--- config.mk ---
export PLATFORM = sky130hd
export DESIGN_NAME = pulse_width_bit_receiver
export DESIGN_NICKNAME = d
export VERILOG_FILES = /design/src/sv/pwbr_pkg.sv /design/src/sv/pulse_width_bit_receiver.sv
export SDC_FILE = /design/constraint.sdc
export NUM_CORES = 1
export LEC_CHECK = 0
export BUFFER_PORTS_ARGS = -buffer_cell sky130_fd_sc_hd__buf_2
export CAP_MARGIN = 10
export CORE_ASPECT_RATIO = 0.5
export CORE_MARGIN = 2
export CORE_UTILIZATION = 32
export CTS_CLUSTER_SIZE = 20
export DETAILED_ROUTE_END_ITERATION = 7
export HOLD_SLACK_MARGIN = 0.08
export PLACE_DENSITY_LB_ADDON = 0.1
export SYNTH_ARGS = -nofsm -noshare
export SYNTH_HDL_FRONTEND = slang
export SYNTH_SLANG_ARGS = --single-unit
--- constraint.sdc ---
create_clock -name clk_i -period 3.8 [get_ports clk_i]
set_clock_uncertainty 0.1 [all_clocks]
set_input_delay 0.57 -clock clk_i [delete_from_list [all_inputs] [get_ports clk_i]]
set_output_delay 0.57 -clock clk_i [all_outputs]
set_load 0.05 [all_outputs]
--- src/sv/pwbr_pkg.sv ---
// ----------------------------------------------------------------------------
// pwbr_pkg
// Shared types and constants for the pulse-width bit receiver.
// ----------------------------------------------------------------------------
package pwbr_pkg;

  // tick counter width, counters saturate at all ones
  localparam int unsigned COUNT_WIDTH = 16;
  // largest number of bits in one reply
  localparam int unsigned MAX_BITS    = 64;
  // width of the bit count register and bits-left counter
  localparam int unsigned BITS_W      = $clog2(MAX_BITS + 1);
  // width of the timeout registers and of the config data port
  localparam int unsigned TO_W        = 16;
  localparam int unsigned CFG_IDX_W   = 2;

  // configuration register indexes
  localparam logic [CFG_IDX_W-1:0] CFG_RESPONSE_TIMEOUT = 2'd0;
  localparam logic [CFG_IDX_W-1:0] CFG_HALF_BIT_TIMEOUT = 2'd1;
  localparam logic [CFG_IDX_W-1:0] CFG_BIT_COUNT        = 2'd2;

  // register reset values
  localparam logic [TO_W-1:0]   RESPONSE_TIMEOUT_RST = 16'd2304;
  localparam logic [TO_W-1:0]   HALF_BIT_TIMEOUT_RST = 16'd432;
  localparam logic [BITS_W-1:0] BIT_COUNT_RST        = BITS_W'(MAX_BITS);

  // first bit of a byte, MSB first
  localparam logic [7:0] BYTE_MSB = 8'h80;

  // result kinds
  typedef enum logic [1:0] {
    KIND_DATA    = 2'd0,
    KIND_DONE    = 2'd1,
    KIND_RESP_TO = 2'd2,
    KIND_BIT_TO  = 2'd3
  } kind_e;

endpackage

--- src/sv/pulse_width_bit_receiver.sv ---
// ----------------------------------------------------------------------------
// pulse_width_bit_receiver
// Single-wire pulse-width bit decoder with byte packing and timeouts.
// ----------------------------------------------------------------------------
// Takes one request per clock: either an arm command or one line sample. An
// arm starts a reception of bit_count bits (clamped to 1..64). The block then
// waits for the line to go low (response timeout), measures the low and high
// time of each bit (bit is 1 when high time is longer), fails on a phase that
// exceeds the half-bit timeout, emits each byte MSB first as it completes and
// reports done once the stop bit ends. Every request is decoded in the cycle
// it is taken and its result, if any, lands in the output register the next
// cycle; one request per cycle is sustained. The only stall is a result held
// in the output register while out_ready_i is low. Configuration writes take
// effect at once; bit_count is sampled at arm time.
// ----------------------------------------------------------------------------
module pulse_width_bit_receiver
  import pwbr_pkg::*;
(
  input  logic                 clk_i,
  input  logic                 rst_ni,
  // request channel
  input  logic                 in_valid_i,
  output logic                 in_ready_o,
  input  logic                 cmd_i,
  input  logic                 line_level_i,
  // result channel
  output logic                 out_valid_o,
  input  logic                 out_ready_i,
  output logic [1:0]           kind_o,
  output logic [7:0]           rx_byte_o,
  output logic                 last_o,
  // configuration write port
  input  logic                 cfg_we_i,
  input  logic [CFG_IDX_W-1:0] cfg_index_i,
  input  logic [TO_W-1:0]      cfg_data_i
);

  // phase codes
  localparam logic [2:0] PH_IDLE = 3'd0;
  localparam logic [2:0] PH_WAIT = 3'd1;
  localparam logic [2:0] PH_LOW  = 3'd2;
  localparam logic [2:0] PH_HIGH = 3'd3;
  localparam logic [2:0] PH_STOP = 3'd4;

  localparam logic [COUNT_WIDTH-1:0] CNT_MAX = '1;
  localparam logic [COUNT_WIDTH-1:0] CNT_ONE = COUNT_WIDTH'(1);

  logic [TO_W-1:0]        resp_to_q, half_to_q;
  logic [BITS_W-1:0]      bit_count_q;

  logic [2:0]             phase_q, phase_d;
  logic [COUNT_WIDTH-1:0] tick_q, tick_d;
  logic [COUNT_WIDTH-1:0] low_ticks_q, low_ticks_d;
  logic [7:0]             shift_q, shift_d;
  logic [2:0]             bib_q, bib_d;
  logic [BITS_W-1:0]      bits_left_q, bits_left_d;

  logic                   out_valid_q;
  kind_e                  kind_q;
  logic [7:0]             byte_q;
  logic                   last_q;

  logic                   res_valid;
  kind_e                  res_kind;
  logic [7:0]             res_byte;
  logic                   res_last;

  logic                   in_fire;
  logic [COUNT_WIDTH-1:0] limit;
  logic                   too_long;
  logic [COUNT_WIDTH-1:0] tick_inc;
  logic [BITS_W-1:0]      arm_bits;
  logic [2:0]             bib_nxt;
  logic [BITS_W-1:0]      bl_nxt;
  logic [7:0]             shift_nxt;

  assign in_ready_o = !out_valid_q || out_ready_i;
  assign in_fire    = in_valid_i && in_ready_o;

  // configuration registers
  always_ff @(posedge clk_i or negedge rst_ni) begin
    if (!rst_ni) begin
      resp_to_q   <= RESPONSE_TIMEOUT_RST;
      half_to_q   <= HALF_BIT_TIMEOUT_RST;
      bit_count_q <= BIT_COUNT_RST;
    end else if (cfg_we_i) begin
      unique case (cfg_index_i)
        CFG_RESPONSE_TIMEOUT: resp_to_q   <= cfg_data_i;
        CFG_HALF_BIT_TIMEOUT: half_to_q   <= cfg_data_i;
        CFG_BIT_COUNT:        bit_count_q <= cfg_data_i[BITS_W-1:0];
        default: ;
      endcase
    end
  end

  // shared helpers: timeout compare, saturating count, clamped bit count
  assign limit    = (phase_q == PH_WAIT) ? COUNT_WIDTH'(resp_to_q)
                                         : COUNT_WIDTH'(half_to_q);
  assign too_long = tick_q >= limit;
  assign tick_inc = (tick_q == CNT_MAX) ? tick_q : tick_q + CNT_ONE;

  always_comb begin
    if (bit_count_q == '0) begin
      arm_bits = BITS_W'(1);
    end else if (bit_count_q > BITS_W'(MAX_BITS)) begin
      arm_bits = BITS_W'(MAX_BITS);
    end else begin
      arm_bits = bit_count_q;
    end
  end

  // bit completion on the falling edge ending a high phase
  assign bib_nxt   = bib_q + 3'd1;
  assign bl_nxt    = (bits_left_q != '0) ? bits_left_q - BITS_W'(1) : '0;
  assign shift_nxt = (tick_q > low_ticks_q) ? (shift_q | (BYTE_MSB >> bib_q)) : shift_q;

  // decode of one request
  always_comb begin
    phase_d     = phase_q;
    tick_d      = tick_q;
    low_ticks_d = low_ticks_q;
    shift_d     = shift_q;
    bib_d       = bib_q;
    bits_left_d = bits_left_q;
    res_valid   = 1'b0;
    res_kind    = KIND_DATA;
    res_byte    = '0;
    res_last    = 1'b0;

    if (cmd_i) begin
      phase_d     = PH_WAIT;
      tick_d      = '0;
      low_ticks_d = '0;
      shift_d     = '0;
      bib_d       = '0;
      bits_left_d = arm_bits;
    end else begin
      unique case (phase_q)
        PH_IDLE: ;
        PH_WAIT: begin
          if (line_level_i) begin
            if (too_long) begin
              phase_d   = PH_IDLE;
              res_valid = 1'b1;
              res_kind  = KIND_RESP_TO;
              res_last  = 1'b1;
            end else begin
              tick_d = tick_inc;
            end
          end else begin
            phase_d = PH_LOW;
            tick_d  = CNT_ONE;
          end
        end
        PH_LOW: begin
          if (!line_level_i) begin
            if (too_long) begin
              phase_d   = PH_IDLE;
              res_valid = 1'b1;
              res_kind  = KIND_BIT_TO;
              res_last  = 1'b1;
            end else begin
              tick_d = tick_inc;
            end
          end else begin
            low_ticks_d = tick_q;
            phase_d     = PH_HIGH;
            tick_d      = CNT_ONE;
          end
        end
        PH_HIGH: begin
          if (line_level_i) begin
            if (too_long) begin
              phase_d   = PH_IDLE;
              res_valid = 1'b1;
              res_kind  = KIND_BIT_TO;
              res_last  = 1'b1;
            end else begin
              tick_d = tick_inc;
            end
          end else begin
            bits_left_d = bl_nxt;
            if (bib_nxt == 3'd0 || bl_nxt == '0) begin
              res_valid = 1'b1;
              res_kind  = KIND_DATA;
              res_byte  = shift_nxt;
              shift_d   = '0;
              bib_d     = '0;
            end else begin
              shift_d = shift_nxt;
              bib_d   = bib_nxt;
            end
            phase_d = (bl_nxt == '0) ? PH_STOP : PH_LOW;
            tick_d  = CNT_ONE;
          end
        end
        PH_STOP: begin
          if (!line_level_i) begin
            if (too_long) begin
              phase_d   = PH_IDLE;
              res_valid = 1'b1;
              res_kind  = KIND_BIT_TO;
              res_last  = 1'b1;
            end else begin
              tick_d = tick_inc;
            end
          end else begin
            phase_d   = PH_IDLE;
            res_valid = 1'b1;
            res_kind  = KIND_DONE;
            res_last  = 1'b1;
          end
        end
        default: phase_d = PH_IDLE;
      endcase
    end
  end

  // receiver state
  always_ff @(posedge clk_i or negedge rst_ni) begin
    if (!rst_ni) begin
      phase_q     <= PH_IDLE;
      tick_q      <= '0;
      low_ticks_q <= '0;
      shift_q     <= '0;
      bib_q       <= '0;
      bits_left_q <= '0;
    end else if (in_fire) begin
      phase_q     <= phase_d;
      tick_q      <= tick_d;
      low_ticks_q <= low_ticks_d;
      shift_q     <= shift_d;
      bib_q       <= bib_d;
      bits_left_q <= bits_left_d;
    end
  end

  // output register valid
  always_ff @(posedge clk_i or negedge rst_ni) begin
    if (!rst_ni) begin
      out_valid_q <= 1'b0;
    end else if (in_fire) begin
      out_valid_q <= res_valid;
    end else if (out_ready_i) begin
      out_valid_q <= 1'b0;
    end
  end

  // output register payload
  always_ff @(posedge clk_i) begin
    if (in_fire && res_valid) begin
      kind_q <= res_kind;
      byte_q <= res_byte;
      last_q <= res_last;
    end
  end

  assign out_valid_o = out_valid_q;
  assign kind_o      = kind_q;
  assign rx_byte_o   = byte_q;
  assign last_o      = last_q;

endmodule

---- Yosys cells after proc, flatten, opt, wreduce, memory -nomap -nowiden ----
Index checks and enable logic that the tools add are counted.
word-level totals
  register bits ........................... 104
  bits of input ports ..................... 25
  output and inout bits ................... 13
  word-level logic and storage cells ...... 110
cells by class
  add/sub/neg operators ................... 3
  magnitude comparators ................... 3
  eq/ne operators ......................... 10
  shifts and indexed selects .............. 1
  muxes and demuxes ....................... 52
  bitwise operators ....................... 3
  reductions and logical operators ........ 25
operators with widths
  kind                     number
  $mux W16                 10
  $pmux W16 S3             1
  $mux W7                  6
  $mux W8                  5
  $mux W3                  11
  $add A16 B1 Y16 const B  1
  $eq A16 B16 Y1 const B   1
  $ge A16 B16 Y1           1
  $gt A16 B16 Y1           1
  $pmux W3 S5              1
  $logic_not A7 Y1         2
  $mux W2                  6
  $mux W1                  9
  $reduce_and A3 Y1        3
  $or A8 B8 Y8             1
  $pmux W2 S4              1
  $reduce_and A2 Y1        4
  $reduce_bool A2 Y1       4
  $shr A8 B3 Y8 const A    1
  $gt A7 B7 Y1 const B     1
  $reduce_bool A7 Y1       1
  $sub A7 B1 Y7 const B    1
  $eq A3 B2 Y1 const B     2
  $logic_not A3 Y1         2
  17 further kinds         21

---- Logic depth before layout (Yosys ltp) ----
  depth in word-level cells ............... 9
  mapped depth ............................ 15
  mapped depth without buffers ............ 10

---- Least setup slack after synthesis ----
Ideal clock, no wire load.
  path type ............................... register to register
  start ................................... reg phase_q[0]
  end ..................................... reg kind_q[0] (netlist: kind_o[0]) (enable)
  setup time .............................. 0.383 ns
  arrival ................................. 3.607 ns
  data required time ...................... 3.317 ns
  path slack .............................. -0.290 ns
  stages on the path, launching flop included .. 16
  path buffers ............................ 5
  clock period less this slack ............ 4.090 ns
  path through ............................ dfrtp_1 > buf_2 > buf_2 > inv_1 > nor3_2 > buf_2 > mux2i_1 > ha_1 > nand4_1 > nor3_1 > nand3b_1 > nand3_1 > buf_2 > buf_2 > a31oi_1 > o22ai_1
between the ends
  longest elaborated chain between the ends .. 8
  elaborated cells on any way between the ends .. 14
  classes of those cells .................. 1 x order compare; 4 x eq/ne; 8 x mux; 1 x reduce/logical
RTL lines
  element                     line                                                             text
  start, declared             pulse_width_bit_receiver.sv:51                                   logic [2:0] phase_q, phase_d;
  start signal, assigned      pulse_width_bit_receiver.sv:229                                  phase_q <= phase_d;
  $eq A3 B1 Y1                pulse_width_bit_receiver.sv:97, pulse_width_bit_receiver.sv:138
  $mux W16                    pulse_width_bit_receiver.sv:97                                   assign limit = (phase_q == PH_WAIT) ? COUNT_WIDTH'(resp_to_q)
  $ge A16 B16 Y1              pulse_width_bit_receiver.sv:99                                   assign too_long = tick_q >= limit;
  $mux W1                     --
  $mux W1 (on tied branches)  --
  $pmux W1 S4 (*)             pulse_width_bit_receiver.sv:138                                  unique case (phase_q)
  $mux W1 (*)                 pulse_width_bit_receiver.sv:130                                  if (cmd_i) begin
  $logic_and A1 B1 Y1 (*)     pulse_width_bit_receiver.sv:251                                  if (in_fire && res_valid) begin
  end signal, assigned        pulse_width_bit_receiver.sv:252                                  kind_q <= res_kind;
  end, declared               pulse_width_bit_receiver.sv:59                                   kind_e kind_q;
Every way passes the cells marked *; elsewhere a longest branch is shown, timed or not.
A chain may end at the register's enable or synchronous reset.

---- Worst setup path after layout ----
  start ................................... reg phase_q[2]
  end ..................................... reg tick_q[8]
between the ends
  longest elaborated chain between the ends .. 7
  elaborated cells on any way between the ends .. 16
  classes of those cells .................. 1 x order compare; 5 x eq/ne; 7 x mux; 3 x reduce/logical
RTL lines
  element                      line                                                             text
  $eq A3 B1 Y1                 pulse_width_bit_receiver.sv:97, pulse_width_bit_receiver.sv:138
  $mux W16                     pulse_width_bit_receiver.sv:97
  $ge A16 B16 Y1               pulse_width_bit_receiver.sv:99
  $mux W16                     --
  $mux W16 (on tied branches)  --
  $pmux W16 S3                 pulse_width_bit_receiver.sv:138
  $mux W16                     pulse_width_bit_receiver.sv:130
  end signal, assigned         pulse_width_bit_receiver.sv:230                                  tick_q <= tick_d;
  end, declared                pulse_width_bit_receiver.sv:52                                   logic [COUNT_WIDTH-1:0] tick_q, tick_d;
Several ways; a longest one is shown, not always the timed one. The select of a mux whose other input is x is not followed.

==> flow_summary.json <==
{
  "status": "finished clean",
  "nets": 679,
  "ff2ff_path_depth": 11,
  "finalWirelength_um": 15100,
  "start_kind": "flip-flop",
  "finish.utilization": 0.372,
  "hp-class": "in2async",
  "r2r_slack_ns": 0.33,
  "power.total_mw": 2.93,
  "tightest_slew_ns": 1.02,
  "yosysUniqueCellTypes": 73,
  "grt_pass1_wl_um": 25000,
  "path_class": "reg2reg",
  "worst_r2r_endpoint": "tick_q[8]",
  "finish.instance_area_mm2": 0.00687,
  "period_share": 0.912,
  "hold_viol_final": 0,
  "rsz0062_at_grt": "no",
  "die_area_mm2": 0.0201,
  "clockRootBuffer": "clkbuf_16",
  "die_h_um": 101,
  "slew-limit-headroom": 0.318,
  "vias": 4603,
  "drt-initial-drc-count": 288,
  "synth_nets": 641,
  "post-route-min-period_ns": 3.47,
  "core_area_mm2": 0.0185,
  "slowest_delay_ns": 0.52,
  "synth_edf_count": 11,
  "ys_seq_area_frac": 0.441,
  "final_cell_mix": "dfrtp_1, nand2_1, ha_1, mux2_2, buf_2",
  "cp_cell_sequence": "nor3_4 > buf_4 > mux2_2 > ha_1 > nand2b_1 > a2111oi_0 > nand3b_1 > nand3_1 > buf_4 > or4b_1 > nand3_1",
  "vdd_drop_max_v": 0.000177,
  "ant_nets": 0,
  "hold_slack_ns": 0.292,
  "ys_ff_latch": 104,
  "first_pass_iters": 4,
  "stdcell_count": 876,
  "routed_via_density": 5.25,
  "ctsHoldBuffers": 0,
  "antenna_found_initial": 0,
  "area_growth_pct": 13.6,
  "pre_cts_ws_ns": 0.234,
  "setup_tns_ns": 0,
  "htreeDepth": 3,
  "yosys_warnings": 0,
  "initial_utilization": 0.327,
  "setup_viol": 0,
  "clk_latency_ns": 0.35,
  "slowest_stage": "or4b_1",
  "p_leak_nw": 2.89,
  "synthFlopType": "dfrtp_1",
  "async_flop_share": 0.894,
  "synthCells": 574,
  "num_rows": 35,
  "syn-cell-area_mm2": 0.00605,
  "gp_congestion": 0.767,
  "die_w_um": 198,
  "layout-drive-gt1-share": 0.219,
  "grt_max_degree": 77,
  "dp_cells": 860,
  "route.detailed.wl_per_inst_um": 17.2,
  "setup_ws_ns": 0.334,
  "clock_path_buffers": 2,
  "port_buffers": 37,
  "cp.arrival_ns": 3.65,
  "fmax_mhz": 289,
  "grt_pass1_vias": 4624,
  "hpwl_um": 10900,
  "cellPowerDensity_mw_per_mm2": 427,
  "finalMaxSlewViolations": 0,
  "grt_usage": 0.158,
  "num_antenna_cells": 0,
  "syn_area_per_cell_um2": 10.5,
  "cp.required_ns": 3.98,
  "cap_violations": 0,
  "post_cts_buffers": 0,
  "place_area_mm2": 0.00658,
  "cts_tree": "built",
  "cp-end-kind": "flip-flop",
  "io_pins": 38,
  "cts.sinks": 104,
  "cp_max_fo": 18,
  "drc": 0,
  "final_common_cell": "dfrtp_1",
  "cts_buffers": 9,
  "overflow": 0,
  "clk_pin_slew_ns": 0.08,
  "r2r_start": "phase_q[2]"
}
cell usage after synthesis (5+ instances only):
cell type	instances	area (µm²)
nand3_1	15	75.1
nand4_1	13	81.3
inv_1	27	101
nand2_1	44	165
dfstp_2	7	184
and2_1	5	31.3
nor2_1	32	120
mux2i_1	15	150
a32o_1	7	70.1
ha_1	42	526
o21ai_0	24	120
nor3_1	19	95.1
a31oi_1	7	43.8
edfxtp_1	11	330
mux2_2	41	462
clkbuf_1	12	45.0
nor4_1	9	56.3
or2_2	5	31.3
a22o_1	25	219
nand2b_1	6	37.5
a21oi_1	21	105
dfrtp_1	86	2150
buf_2	13	65.1
metal layers:
metal	part of all wire	vias to the layer above	GRT usage
li1	-	2265	-
met1	0.51	2273	0.222
met2	0.46	61	0.256
met3	0.028	4	0.0273
met4	0.0046	0	0.0327
met5	0	-	0
what timing repair did:
| action | 4_1_cts | 5_1_grt |
|---|---|---|
| setup endpoints to repair | 0 | 18 |
| gates resized for setup | 0 | 1 |
| hold endpoints to repair | 0 | 0 |
how the worst max path moves through the flow:
| stage | endpoint | depth (start not counted) | slack [ns] | from |
|---|---|---|---|---|
| after floorplan | kind_o[0] | 15 | 0.1 | phase_q[0] |
| after global placement | tick_q[8] | 11 | 0.38 | phase_q[2] |
| after detailed placement | tick_q[8] | 11 | 0.23 | phase_q[2] |
| after CTS | tick_q[8] | 11 | 0.21 | phase_q[2] |
| after global routing | rx_byte_o[0] | 11 | 0.008 | phase_q[2] |
| final | tick_q[8] | 11 | 0.33 | phase_q[2] |
layout make-up:
type                    instances  area (µm²)
flip-flops and latches        104        2670
repair buffers                 53         308
clock buffers                  10         229
well taps                     259         324
clock inverters                 6        52.6
inverters                      28         105
multi-input cells             416        3190
fillers                      1881       11600
report_power, final:
| part | leakage, nW | internal [mW] | total [mW] | switching [mW] |
|---|---|---|---|---|
| Combinational | 1.46 | 0.300 | 0.674 | 0.374 |
| Sequential | 1.30 | 1.25 | 1.36 | 0.112 |
| Clock | 0.133 | 0.456 | 0.902 | 0.446 |
critical path, delay by kind of cell (launching register included):
| kind | cells | cell delay (ns) |
|---|---|---|
| simple gates | 6 | 1.31 |
| compound gates | 1 | 0.36 |
| buf+inv | 2 | 0.57 |
| mux | 1 | 0.37 |
| fa+ha+maj | 1 | 0.26 |
| flops | 1 | 0.41 |
sequential cells by signal, summed over array words and instances, names as in the netlist:
name,count
rx_byte_o,8
last_o,1
bib_q,3
resp_to_q,16
tick_q,16
bit_count_q,7
out_valid_o,1
low_ticks_q,16
shift_q,8
half_to_q,16
phase_q,3
bits_left_q,7
kind_o,2
logic make-up after synthesis:
kind of cell,synth area share
compound gates,0.169
xor+xnor,0.00145
fa+ha+maj,0.0868
buf+inv,0.0368
flops,0.441
mux,0.101
simple gates,0.164
No activity file was read; power rests on OpenSTA's default activity.
